`config.mk`:
```
export PLATFORM = sky130hd
export DESIGN_NAME = dcd_ram
export DESIGN_NICKNAME = d
export VERILOG_FILES = /design/src/sv/dcd_ram.sv
export SDC_FILE = /design/constraint.sdc
export NUM_CORES = 1
export LEC_CHECK = 0
export BUFFER_PORTS_ARGS = -buffer_cell sky130_fd_sc_hd__buf_2
export CAP_MARGIN = 10
export CORE_MARGIN = 4
export CORE_UTILIZATION = 56
export CTS_BUF_LIST = sky130_fd_sc_hd__clkbuf_4
export DETAILED_ROUTE_END_ITERATION = 7
export PLACE_DENSITY = 0.72
export SLEW_MARGIN = 25
export SYNTH_ARGS = -nofsm -noshare
export SYNTH_HDL_FRONTEND = slang
export SYNTH_SLANG_ARGS = --single-unit
```
`constraint.sdc`:
```
create_clock -name clk -period 2.7 [get_ports clk]
set_clock_uncertainty 0.15 [all_clocks]
set_input_delay 0.27 -clock clk [delete_from_list [all_inputs] [get_ports clk]]
set_output_delay 0.27 -clock clk [all_outputs]
set_load 0.01 [all_outputs]
```
`src/sv/dcd_ram.sv`:
```
// ----------------------------------------------------------------------------
// Generic single-port-write RAM
// One write port and one read port with registered read data.
// ----------------------------------------------------------------------------
module dcd_ram #(
    parameter int WIDTH = 8,
    parameter int DEPTH = 64
) (
    input  logic                     clk,
    input  logic                     we,
    input  logic [$clog2(DEPTH)-1:0] waddr,
    input  logic [WIDTH-1:0]         wdata,
    input  logic [$clog2(DEPTH)-1:0] raddr,
    output logic [WIDTH-1:0]         rdata
);

    logic [WIDTH-1:0] mem [DEPTH];

    always_ff @(posedge clk)
    begin
        if (we)
        begin
            mem[waddr] <= wdata;
        end
        rdata <= mem[raddr];
    end

endmodule

```
==> impl_metrics.json, run 1 <==
{
  "yosys.area_share.xor_xnor_pct": 0,
  "p_clk_share_pct": 39.5,
  "clk_latency_ps": 800,
  "ys_types": 40,
  "p_per_area_nw_per_um2": 695,
  "synth_flop_cell": "edfxtp_1",
  "power.net_switching_mw": 3.54,
  "report.final.slew_viol_count": 0,
  "syn_inst": 940,
  "final_common_cell": "edfxtp_1",
  "synth_top_family_by_area": "multiplexers",
  "yosysWarnings": 0,
  "cts_sinks": 520,
  "grt_pass1_vias": 11100,
  "min_path_type": "in2reg",
  "synthArstFlopShare_pct": 0,
  "gp_congestion": 0.827,
  "yosysSeqAreaShare_pct": 77.0,
  "nets": 1212,
  "pwr-share-comb_pct": 5.5,
  "die_h_um": 198,
  "drt-initial-drc-count": 1181,
  "wirelength_um": 45800,
  "final_cell_mix": "edfxtp_1, clkbuf_4, mux4_2",
  "ys_ff_latch": 520,
  "power_mw": 16.3,
  "seq_area_sq_um": 15500,
  "p_int_mw": 12.8,
  "antenna_found_initial": 3,
  "crit_required_ps": 3210,
  "utilization_pct": 65.9,
  "min_period_ps": 2200,
  "cts_buffer_depth": 3,
  "syn-cell-area_sq_um": 20200,
  "start_kind": "register",
  "core-area_sq_um": 35600,
  "die_area_sq_um": 39100,
  "drtPass1Iterations": 5,
  "fill_cells": 2376,
  "grt.total_usage_pct": 24.2,
  "drive_above_1_share_pct": 37.4,
  "status": "completed",
  "synth-edff-count": 512,
  "seqPwrFrac_pct": 55.0,
  "path_clk_slew_ps": 70,
  "crit_arrival_ps": 2710,
  "synth_compound_area_share_pct": 2.07,
  "htreeDepth": 4,
  "avgRoutedWirePerCell_um": 26.3,
  "ant_nets": 0,
  "root_buffer": "clkbuf_4",
  "crit_path_max_fanout": 1,
  "fmax_mhz": 455,
  "via_per_inst": 6.09,
  "cts_tree": "built",
  "synth_mux_area_share_pct": 15.9,
  "grt_pass1_wl_um": 68800,
  "cts_resized": 0,
  "whs_ps": 87.8,
  "max_slew_margin_pct": 35.8,
  "max_stage_delay_ps": 460,
  "worstSetupEndpointType": "register",
  "setup-violations-final": 0,
  "synthesis.nets": 962,
  "ir_drop_uv": 447,
  "drv_cap": 0,
  "syn_area_per_cell_sq_um": 21.5,
  "multi_input_area_sq_um": 4320,
  "fin_crit_sh_pct": 81.5,
  "grt_start_max_net_pins": 65,
  "io_buffers": 29,
  "grt-ovfl-total": 0,
  "hold_buffers": 18,
  "tightest_slew_ps": 963,
  "pin_count": 30,
  "post-dp-hpwl_um": 28600,
  "hold_viol": 0,
  "cellLeakagePower_nw": 7.77,
  "initial_core_util_pct": 56.7,
  "tns_ps": 0,
  "vias": 10600,
  "cts_setup_buffers": 0,
  "critPathSlowestCell": "mux4_2",
  "synth-simple-area-share_pct": 3.39,
  "syn2layout_area_growth_pct": 16.2,
  "die_w_um": 198,
  "crit_chain": "mux4_2 -> mux2_2 -> o221a_2 -> nor3_1 -> o32ai_1",
  "rows": 69,
  "synth_adder_area_share_pct": 0,
  "critPathKind": "reg2reg",
  "rsz0062_at_grt": "false",
  "drcViolationCount": 0,
  "p_sw_share_pct": 21.7,
  "numCtsBuffers": 131
}
[stage by stage]
stage / instances / setup slack (ps) / cell area, sq um
floorplan: 940 / 612 / 20200
global placement: 1500 / 118 / 21600
detailed placement: 1500 / 89.6 / 21600
CTS: 1743 / 494 / 23400
global route: 1744 / 410 / 23400
finish: 1744 / 500 / 23400
[area by class of cell]
cell class / count / area share, %
diodes: 1 / 0.0107
clock buffers: 179 / 5.73
clock inverters: 46 / 1.23
multi-input cells: 369 / 18.4
flip-flops and latches: 520 / 66.3
well taps: 461 / 2.46
repair buffers: 168 / 5.86
[Yosys cell counts, drive strengths merged (7+ instances only)]
cell    count  area share [%]
buf        34             1.3
clkbuf     17            0.32
dfxtp       8            0.79
edfxtp    512              76
mux2       13            0.73
mux2i      23             1.1
mux4      126              14
nand2      19            0.35
nand2b      7            0.22
nand3      13            0.32
nor2       83             1.5
nor2b      14            0.43
nor3        7            0.17
o221ai      8            0.35
o22ai       8            0.25
[layer usage]
layer	vias to the layer above	track usage (%)	share of wire, %
met2	575	36.7	48
met4	4	10.9	3.5
met5	-	0	0.066
li1	4522	-	-
met1	5419	34.1	39
met3	109	5.79	8.7
[sequential cells by signal (all words and copies together) (netlist names)]
name and count:
mem 512, rdata 8
[logic make-up (layout without fill, tap and decap cells)]
group                  Yosys count  in the layout
muxes                          162            162
DFF                            520            520
AOI/OAI and AO/OA               54             54
and+or+nand+nor                153            153
buffers and inverters           51            393
other                            0              1
[critical path: cells and delay by family, from the launching register on]
family / cells / cell delay [ps]
multiplexers: 2 / 740
AO/OA/AOI/OAI: 2 / 430
AND/OR/NAND/NOR: 1 / 400
flip-flops: 1 / 370
[power by group through the flow]
stage	Combinational, mW	Clock [mW]	Sequential (mW)
floorplan	0.476	0	9.13
global placement	0.861	0	9.13
detailed placement	0.880	0	9.13
CTS	0.900	6.59	8.96
global route	0.956	7.06	8.96
finish	0.899	6.44	8.96
[worst paths after layout]
path	startpoint	endpoint	slack, ps	cells past startpoint
worst min-delay path	waddr[3]	mem[61][5]$_DFFE_PP_	90	3
worst max register to register	mem[28][6]$_DFFE_PP_	rdata[6]$_DFF_P_	500	5
worst max-delay path	mem[28][6]$_DFFE_PP_	rdata[6]$_DFF_P_	500	5
worst min register to register	mem[30][6]$_DFFE_PP_	rdata[6]$_DFF_P_	670	3
No activity file was read; power rests on OpenSTA's default activity.
==> inputs of run 2 (changes only) <==
--- a/config.mk
+++ b/config.mk
@@ -5,13 +5,14 @@
 export SDC_FILE = /design/constraint.sdc
 export NUM_CORES = 1
 export LEC_CHECK = 0
+export ABC_AREA = 1
 export BUFFER_PORTS_ARGS = -buffer_cell sky130_fd_sc_hd__buf_2
 export CAP_MARGIN = 10
 export CORE_MARGIN = 4
 export CORE_UTILIZATION = 56
 export CTS_BUF_LIST = sky130_fd_sc_hd__clkbuf_4
 export DETAILED_ROUTE_END_ITERATION = 7
-export PLACE_DENSITY = 0.72
+export PLACE_DENSITY = 0.75
 export SLEW_MARGIN = 25
 export SYNTH_ARGS = -nofsm -noshare
 export SYNTH_HDL_FRONTEND = slang
==> constraint.sdc (replaced) <==
create_clock -name clk -period 1.9 [get_ports clk]
set_clock_uncertainty 0.15 [all_clocks]
set_input_delay 0.19 -clock clk [delete_from_list [all_inputs] [get_ports clk]]
set_output_delay 0.19 -clock clk [all_outputs]
set_load 0.01 [all_outputs]
==> impl_metrics.json, run 2 <==
{
  "fmax_mhz": 532,
  "grt_pass1_vias": 14500,
  "drcViolationCount": 0,
  "min_period_ps": 1880,
  "die_h_um": 203,
  "report.final.slew_viol_count": 0,
  "crit_chain": "dlygate4sd3_1 -> buf_2 -> inv_1 -> nor4_1 -> dlygate4sd3_1 -> buf_4",
  "drv_cap": 0,
  "power_mw": 23.6,
  "max_slew_margin_pct": 46.2,
  "min_path_type": "in2reg",
  "die_area_sq_um": 41300,
  "setup-violations-final": 0,
  "ys_ff_latch": 520,
  "crit_arrival_ps": 2230,
  "numCtsBuffers": 130,
  "ys_types": 16,
  "hold_viol": 0,
  "yosysWarnings": 0,
  "crit_path_frequent_cell": "dlygate4sd3_1",
  "grt.total_usage_pct": 25.2,
  "path_clk_slew_ps": 70,
  "drtPass1Iterations": 5,
  "critPathKind": "in2reg",
  "max_stage_delay_ps": 610,
  "layoutNonFillerInstCount": 2621,
  "htreeDepth": 4,
  "crit_required_ps": 2250,
  "core-area_sq_um": 37700,
  "syn_inst": 1805,
  "nets": 2038,
  "p_per_area_nw_per_um2": 960,
  "synth_largest_area_cell": "edfxtp_1",
  "post-dp-hpwl_um": 30800,
  "status": "completed",
  "cts_setup_buffers": 0,
  "cts_buffer_depth": 3,
  "synth_flop_cell": "edfxtp_1",
  "io_buffers": 29,
  "initial_core_util_pct": 56.7,
  "cp.depth": 6,
  "grt_pass1_wl_um": 80100,
  "yosys.area.top_type_share_pct": 72.0,
  "pin_count": 30,
  "gp_congestion": 0.909,
  "cts_sinks": 520,
  "yosys-top-cells-count": "nand2_1, edfxtp_1, nand3_1, nor2_1, buf_2",
  "grt_start_max_net_pins": 65,
  "cp_num_buf_inv": 5,
  "syn2layout_area_growth_pct": 15.0,
  "cts_tree": "built",
  "synthArstFlopShare_pct": 0,
  "die_w_um": 203,
  "drive_above_1_share_pct": 17.7,
  "fill_cells": 2742,
  "wirelength_um": 51600,
  "drt-initial-drc-count": 1704,
  "netlist_top_cells_area": "edfxtp_1, nand2_1, nand3_1",
  "worstSetupEndpointType": "register",
  "crit_path_max_fanout": 9,
  "grt-ovfl-total": 0,
  "reg.largest.list": "mem (512), rdata (8)",
  "reg2reg_depth": 9,
  "syn_area_per_cell_sq_um": 11.8,
  "vias": 14900,
  "largest_reg_flops": 512,
  "synth-edff-count": 512,
  "cellLeakagePower_nw": 9.24,
  "critPathTopFamily": "buffers and inverters",
  "final_cell_mix": "nand2_1, edfxtp_1, nand3_1",
  "avgRoutedWirePerCell_um": 19.7,
  "synthesis.nets": 1827,
  "tightest_slew_ps": 808,
  "hold_depth": 4,
  "synth_most_common_cell": "nand2_1",
  "top_register": "mem",
  "rows": 71,
  "final_common_cell": "nand2_1",
  "root_buffer": "clkbuf_4",
  "syn-cell-area_sq_um": 21300,
  "ir_drop_uv": 650,
  "fin_crit_sh_pct": 99.0,
  "ant_nets": 0,
  "clk_latency_ps": 840,
  "yosysSeqAreaShare_pct": 72.8,
  "start_kind": "input port",
  "placedCellCount": 2371,
  "via_per_inst": 5.68,
  "critPathSlowestCell": "dlygate4sd3_1",
  "antenna_found_initial": 2
}
-- run 2: changes by cell type in the layout (fill, tap and decap cells not counted), sizes merged, moves of 14 or more --
cell | before | now
nand2 | 19 | 648
nand3 | 13 | 439
mux4 | 126 | 0
nor2 | 83 | 56
mux2i | 23 | 0
buf | 149 | 168
nor2b | 14 | 0
-- run 2: what timing repair did --
item | CTS | global route
gates resized for setup | 0 | 5
endpoints found under the hold margin | 499 | 0
endpoints found under the setup margin | 0 | 24
hold buffers | 24 | 0
-- run 2: kinds of logic after synthesis --
group                  after synthesis  synth area share [%]
AND/OR/NAND/NOR                   1160                  23.2
flip-flops                         520                  72.8
buffers and inverters              125                  4.02
-- run 2: layer usage --
metal	track usage, %	vias up	part of all wire (%)
met2	38.4	795	47
met4	11.7	2	3.4
met3	6.31	113	9.5
li1	-	6851	-
met1	34.6	7135	40
met5	0	-	0.025
-- run 2: worst paths after layout --
check / startpoint / endpoint / slack [ps]
setup / recovery: waddr[2] / mem[54][0]$_DFFE_PP_ / 20
hold / removal: waddr[3] / mem[45][0]$_DFFE_PP_ / 80
setup reg to reg: mem[20][0]$_DFFE_PP_ / rdata[0]$_DFF_P_ / 60
hold reg to reg: mem[0][0]$_DFFE_PP_ / rdata[0]$_DFF_P_ / 680
-- run 2: cell type report --
cell class,instances,area [sq um],area share [%]
clock buffer,184,1380,5.63
clock inverter,40,262,1.07
inverter,12,52.6,0.214
timing repair buffer,192,1710,6.95
multi-input combinational,1160,4960,20.2
sequential,520,15500,63.3
tap,511,639,2.61
antenna,2,5.00,0.0204
-- run 2: metrics by stage --
stage	utilization, %	hold WS, ps	area, sq um	setup TNS, ps	worst slack, ps
finish	65.2	81.3	24500	0	18.6
global route	65.2	52.4	24500	-80.5	-32.5
CTS	65.1	4.61	24500	0	23.5
detailed placement	60.1	395	22600	0	53.2
global placement	60.1	391	22600	0	95.1
floorplan	-	139	21300	-13190	-206
-- run 2: worst register-to-register path, stage by stage (launching register included) --
cell	delay, ps
edfxtp_1	380
nand2_1	100
nand3_1	90
nand3_2	100
nand2_1	70
nand2_1	70
nand3_1	60
dlygate4sd3_1	590
nand3_1	100
nand2_1	50
-- run 2: report_power, final --
group          internal, mW  total [mW]  switching (mW)
Sequential             12.7        12.7          0.0461
Clock                  4.88        9.23            4.34
Combinational         0.486        1.59            1.11
